File: src/sv/gia_pkg.sv
// Shared types, codes and constants of the greedy IoU association unit.
package gia_pkg;

    localparam int IDX_W      = 5;
    localparam int IDX_N      = 1 << IDX_W;
    localparam int COORD_W    = 16;
    localparam int BOX_W      = 4 * COORD_W;
    localparam int IOU_W      = 17;
    localparam int OVL_W      = 16;
    localparam int PAIR_AW    = 2 * IDX_W;
    localparam int DIV_STEPS  = IOU_W;
    localparam int DEF_MAX_DETECTIONS = 32;
    localparam int DEF_MAX_TRACKS     = 32;
    localparam logic [IOU_W-1:0] DEF_IOU_THRESHOLD = 17'd19661;

    typedef enum logic [1:0] {
        OP_LOAD_DET = 2'd0,
        OP_LOAD_TRK = 2'd1,
        OP_RUN      = 2'd2,
        OP_NONE     = 2'd3
    } t_op;

    typedef enum logic [1:0] {
        KIND_MATCH = 2'd0,
        KIND_UDET  = 2'd1,
        KIND_UTRK  = 2'd2,
        KIND_EMPTY = 2'd3
    } t_kind;

    typedef enum logic [3:0] {
        ST_IDLE,
        ST_CRD,
        ST_CDIFF,
        ST_CMUL,
        ST_CUNI,
        ST_CDIV,
        ST_CWR,
        ST_SRD,
        ST_SCMP,
        ST_SDEC,
        ST_UDET,
        ST_UTRK,
        ST_FIN
    } t_state;

    typedef struct packed {
        t_op              op;
        logic [BOX_W-1:0] box;
    } t_cmd;

    typedef struct packed {
        logic valid;
        t_cmd cmd;
    } t_qif;

    typedef struct packed {
        t_kind            kind;
        logic [IDX_W-1:0] det;
        logic [IDX_W-1:0] trk;
        logic [OVL_W-1:0] ovl;
        logic             ovf;
    } t_res;

endpackage

File: src/sv/gia_front.sv
// Input side: accepts transactions, drops unknown operations, queues commands.
module gia_front (
    input  logic                  i_clk,
    input  logic                  i_rst_n,
    input  logic                  i_valid,
    output logic                  o_ready,
    input  gia_pkg::t_cmd         i_cmd,
    output gia_pkg::t_qif         o_q,
    input  logic                  i_pop
);
    import gia_pkg::*;

    t_cmd       r_slot [2];
    logic       r_wptr, n_wptr;
    logic       r_rptr, n_rptr;
    logic [1:0] r_fill, n_fill;
    logic       push;
    logic       pop;

    assign o_ready = (r_fill != 2'd2);
    assign push    = i_valid && o_ready && (i_cmd.op != OP_NONE);
    assign pop     = i_pop && (r_fill != 2'd0);

    always_comb begin
        n_wptr = push ? ~r_wptr : r_wptr;
        n_rptr = pop ? ~r_rptr : r_rptr;
        n_fill = r_fill + {1'b0, push} - {1'b0, pop};
    end

    always_ff @(posedge i_clk) begin
        if (!i_rst_n) begin
            r_wptr <= 1'b0;
            r_rptr <= 1'b0;
            r_fill <= 2'd0;
        end else begin
            r_wptr <= n_wptr;
            r_rptr <= n_rptr;
            r_fill <= n_fill;
        end
        if (push) begin
            r_slot[r_wptr] <= i_cmd;
        end
    end

    assign o_q.valid = (r_fill != 2'd0);
    assign o_q.cmd   = r_slot[r_rptr];
endmodule

File: config.mk
export PLATFORM = sky130hd
export DESIGN_NAME = gia_front
export DESIGN_NICKNAME = d
export VERILOG_FILES = /design/src/sv/gia_pkg.sv /design/src/sv/gia_front.sv
export SDC_FILE = /design/constraint.sdc
export NUM_CORES = 1
export LEC_CHECK = 0
export BUFFER_PORTS_ARGS = -buffer_cell sky130_fd_sc_hd__buf_2
export CAP_MARGIN = 40
export CORE_ASPECT_RATIO = 1.5
export CORE_MARGIN = 8
export CORE_UTILIZATION = 57
export CTS_BUF_LIST = sky130_fd_sc_hd__clkbuf_4
export DETAILED_ROUTE_END_ITERATION = 10
export PLACE_DENSITY_LB_ADDON = 0.1
export SYNTH_ARGS = -nofsm -noshare
export SYNTH_HDL_FRONTEND = slang
export SYNTH_SLANG_ARGS = --single-unit
File: constraint.sdc
create_clock -name i_clk -period 12.9 [get_ports i_clk]
set_input_delay 2.58 -clock i_clk [delete_from_list [all_inputs] [get_ports i_clk]]
set_output_delay 2.58 -clock i_clk [all_outputs]
set_load 0.1 [all_outputs]
# Yosys cells after proc, flatten, opt, wreduce, memory -nomap -nowiden
# Memories as Yosys holds them, arrays and structs flattened. A register that Yosys moved wholly into a read port is not among the register bits.
# Cells that the tools add are included.
word_totals:
  ff_bits: 4
  mem_bits_rw: 132
  inputBits: 70
  out_inout_bits: 68
  mem_count: 1
mem_list:
  columns: ["name", "depth", "width", "read_ports", "rd_ports_with_merged_regs", "wr", "line_no", "text"]
  rows:
  - ["r_slot", 2, 66, 1, 1, 1, "gia_front.sv:13", "t_cmd r_slot [2];"]
op_classes:
  addsub: 2
  n_eq_ne: 2
  mux: 4
  n_bitwise: 2
  reduce_logical: 4
op_table:
  columns: ["operator", "count"]
  rows:
  - ["2-to-1 mux 1 bit", 4]
  - ["inequality test 2 bit, second input constant", 2]
  - ["logical AND 1 bit", 3]
  - ["adder 2 x 1 -> 2 bit", 1]
  - ["NOT 1 bit", 2]
  - ["nonzero test 2 bit", 1]
  - ["subtractor 2 x 1 -> 2 bit", 1]

# Logic depth before layout (Yosys ltp)
logic_depth:
  ltp_word: 5
  ltp_mapped: 8
  ltp_nobuf: 8

# Worst setup path before layout
# OpenSTA, ideal clock, no wires.
synth_timing:
  path_kind: "input-to-reg"
  from: "input i_cmd[64] in the netlist's numbering"
  to: "memory r_slot[0][0] in the netlist's numbering (enable)"
  arrival_ns: 5.621
  setup_slack_ns: 6.788
  cell_stages: 3
  n_path_buf: 0
  cell_sequence: "nand2_1 -> nand3_1 -> nor2_1"
synth_between:
  elab_chain_cells: 4
synth_lines:
  columns: ["element", "line_no", "text"]
  rows:
  - ["start, declared", "gia_front.sv:7", "input gia_pkg::t_cmd i_cmd,"]
  - ["inequality test 2 bit", "gia_front.sv:21", "assign push = i_valid && o_ready && (i_cmd.op != OP_NONE);"]
  - ["logical AND 1 bit", "gia_front.sv:21", null]
  - ["2-to-1 mux 1 bit", "gia_front.sv:40", "if (push) begin"]
  - ["2-to-1 mux 1 bit (not written as such)", "gia_front.sv:41", "r_slot[r_wptr] <= i_cmd;"]
  - ["end, declared", "gia_front.sv:13", null]
# Every way passes these cells.

==> load_flow_metrics.sql <==
INSERT INTO impl_metrics (metric_group, metric, value, unit) VALUES
('run_status', 'outcome', 'completed', ''),
('pwr', 'p_seq_frac', '0.390', ''),
('sta', 'slew_violations', '0', ''),
('drt', 'routed_wire_length_per_instance', '17.77', 'um'),
('sta', 'unrepaired_setup_endpoints_after_global_routing', 'no', ''),
('sta', 'worst_slack', '8130', 'ps'),
('sta', 'maxSlewHeadroom', '0.6600', ''),
('placed_design', 'gp_routability_congestion', '0.7039', ''),
('synth', 'yosys_warnings', '0', ''),
('clock_network', 'clock_tree.root_cell', 'sky130_fd_sc_hd__clkbuf_4', ''),
('floorplan', 'die_width', '93.70', 'um'),
('pwr', 'internal_dissipation', '0.7633', 'mW'),
('critical_path', 'crit_chain', 'buf_16 -> mux2_2 -> buf_2', ''),
('global_routing', 'grt_antenna_before_repair', '0', ''),
('critical_path', 'critical_path_arrival', '2190', 'ps'),
('pwr', 'comb_power_share', '0.467', ''),
('floorplan', 'placement_rows', '42', ''),
('pwr', 'total_leakage_power', '2.409', 'nW'),
('sta', 'period_needed', '4770', 'ps'),
('job', 'max_cap_viol_count', '0', ''),
('synth', 'syn-cell-area', '5161', 'um^2'),
('global_routing', 'grt_pass1_wl', '13.86', 'mm'),
('synth', 'synth_seq_area_share', '0.7874', ''),
('drt', 'routed-via-count', '2574', ''),
('global_routing', 'top_usage_layer', 'met2', ''),
('drt', 'route.detailed.vias_per_inst', '5.067', ''),
('placed_design', 'port_buffers', '137', ''),
('sta', 'setup_total_negative_slack', '0', 'ps'),
('global_routing', 'grt_start_max_net_pins', '38', ''),
('sta', 'timing.fmax', '0.2096', 'GHz'),
('critical_path', 'cp_data_required_time', '10320', 'ps'),
('global_routing', 'grt.total_usage', '0.1504', ''),
('floorplan', 'floorplan.core_area', '8828', 'um^2'),
('clock_network', 'cts_hold_buffers', '0', ''),
('pwr', 'vdd.ir_drop.worst', '163.5', 'uV'),
('drt', 'wirelength', '9.025', 'mm'),
('clock_network', 'tritoncts_clock_tree', 'yes', ''),
('floorplan', 'fp.dieArea', '12420', 'um^2'),
('finish', 'fin_nets', '457', ''),
('sta', 'ratio_of_final_minimum_period_to_clock_period', '0.3698', ''),
('critical_path', 'crit_path_max_fanout', '37', ''),
('finish', 'num_antenna_cells', '0', ''),
('critical_path', 'startpoint_type', 'flip-flop', ''),
('pwr', 'clkPwrFrac', '0.143', ''),
('floorplan', 'io_pins', '138', ''),
('synth', 'synth.ff_latch_count', '137', ''),
('hold_path', 'holdCritPathClass', 'reg -> reg', ''),
('global_routing', 'met3_usage', '0.06569', ''),
('sta', 'finalHoldViolations', '0', ''),
('clock_network', 'clk-insertion-delay-late', '510', 'ps'),
('drt', 'drt_first_pass_iters', '4', ''),
('critical_path', 'critPathSlowestCell', 'sky130_fd_sc_hd__dfxtp_4', ''),
('synth', 'synth_area_per_cell', '22.34', 'um^2'),
('finish', 'layout_commonest_cell', 'sky130_fd_sc_hd__buf_2', ''),
('floorplan', 'initial_core_utilization', '0.5846', ''),
('clock_network', 'cts.path.max_buffers', '2', ''),
('critical_path', 'criticalPathCategory', 'reg -> out', ''),
('global_routing', 'number_of_global_route_vias_before_repair', '2845', ''),
('critical_path', 'path_delay_family', 'flip-flops', ''),
('synth', 'synth.distinct_cells', '18', ''),
('global_routing', 'grt_use_met1', '0.1428', ''),
('finish', 'area.growth.synth_to_final', '20.75', '%'),
('drt', 'detailedRoute.firstIterationViolations', '144', ''),
('finish', 'nFillCells', '627', ''),
('clock_network', 'total_clock_buffers_created_by_cts', '17', ''),
('finish', 'post-route-util', '0.7059', ''),
('placed_design', 'hpwl_after_detailed_placement', '6.361', 'mm'),
('pwr', 'power_switching', '0.6903', 'mW'),
('critical_path', 'timing.critical_path.buf_inv', '2', ''),
('finish', 'most-common-layout-cells', 'sky130_fd_sc_hd__buf_2 (137), sky130_fd_sc_hd__edfxtp_1 (132), sky130_fd_sc_hd__mux2_4 (40)', ''),
('finish', 'finished_cell_area', '6232', 'um^2');
-- final timing paths --
path	to	depth (start not counted)	slack [ps]	startpoint
setup reg to reg	r_slot[0][58]	4	10770	r_fill[0]
hold reg to reg	r_wptr	2	520	r_wptr
setup / recovery	o_q[8]	3	8130	flip-flop
hold / removal	r_wptr	2	520	r_wptr
-- layout make-up --
type	instances	area (um^2)	share of cell area
inverter	2	7.507	0.001205
clock inverter	13	62.56	0.01004
sequential	137	4068	0.6527
tap	110	137.6	0.02208
timing repair buffer	142	775.7	0.1245
multi-input combinational	85	1039	0.1666
clock buffer	19	142.6	0.02289
-- cell families after synthesis --
group | Yosys count | synth area share
AOI/OAI and AO/OA | 1 | 0.001455
and+or+nand+nor | 12 | 0.01188
DFF | 137 | 0.7874
xor gates and xnor gates | 3 | 0.005092
buffers and inverters | 9 | 0.01430
muxes | 67 | 0.1750
adders and majority gates | 2 | 0.004848
-- registers in the layout, summed over array words and instances, names as in the netlist, named ones only --
name / count
r_slot: 132
r_rptr: 1
r_fill: 2
r_wptr: 1
-- power by group through the flow --
stage | registers [mW] | logic, mW | clock network, mW
6_report | 0.567 | 0.678 | 0.208
5_1_grt | 0.573 | 0.700 | 0.236
4_1_cts | 0.568 | 0.685 | 0.219
3_5_place_dp | 0.578 | 0.684 | 0
3_3_place_gp | 0.594 | 0.654 | 0
2_1_floorplan | 0.565 | 0.606 | 0
-- worst register-to-register path, delay by kind of cell, from the launching register on --
family	cells	cell delay [ps]
and+or+nand+nor	3	860
buffers and inverters	1	510
DFF	1	400
-- cells in the mapped netlist --
cell	number	area share
sky130_fd_sc_hd__buf_6	5	0.011
sky130_fd_sc_hd__ha_1	2	0.0048
sky130_fd_sc_hd__inv_1	2	0.0015
sky130_fd_sc_hd__nand2b_1	1	0.0012
sky130_fd_sc_hd__mux2i_1	1	0.0019
sky130_fd_sc_hd__dfxtp_1	5	0.019
sky130_fd_sc_hd__buf_2	2	0.0019
sky130_fd_sc_hd__nor2_1	2	0.0015
sky130_fd_sc_hd__and2_1	2	0.0024
sky130_fd_sc_hd__mux2_2	26	0.057
sky130_fd_sc_hd__edfxtp_1	132	0.77
sky130_fd_sc_hd__or2_2	1	0.0012
sky130_fd_sc_hd__nor2b_1	2	0.0024
sky130_fd_sc_hd__o21a_1	1	0.0015
sky130_fd_sc_hd__mux2_4	40	0.12
sky130_fd_sc_hd__nand2_1	3	0.0022
sky130_fd_sc_hd__nand3_1	1	0.00097
sky130_fd_sc_hd__xnor2_1	3	0.0051
-- layer usage --
layer,routed length (um),part of all wire
met1,3193,0.35
met2,4995,0.55
met3,696,0.077
met4,140,0.016
met5,0,0
-- per-stage QoR --
step                hold slack, ps  power [mW]  std cells
finish                       519.2       1.454        508
global route                 546.8       1.508        508
CTS                          524.5       1.472        508
detailed placement           509.4       1.262        476
global placement             491.4       1.249        473
floorplan                    451.4       1.171        231
Power figures use the tool's default switching activity.
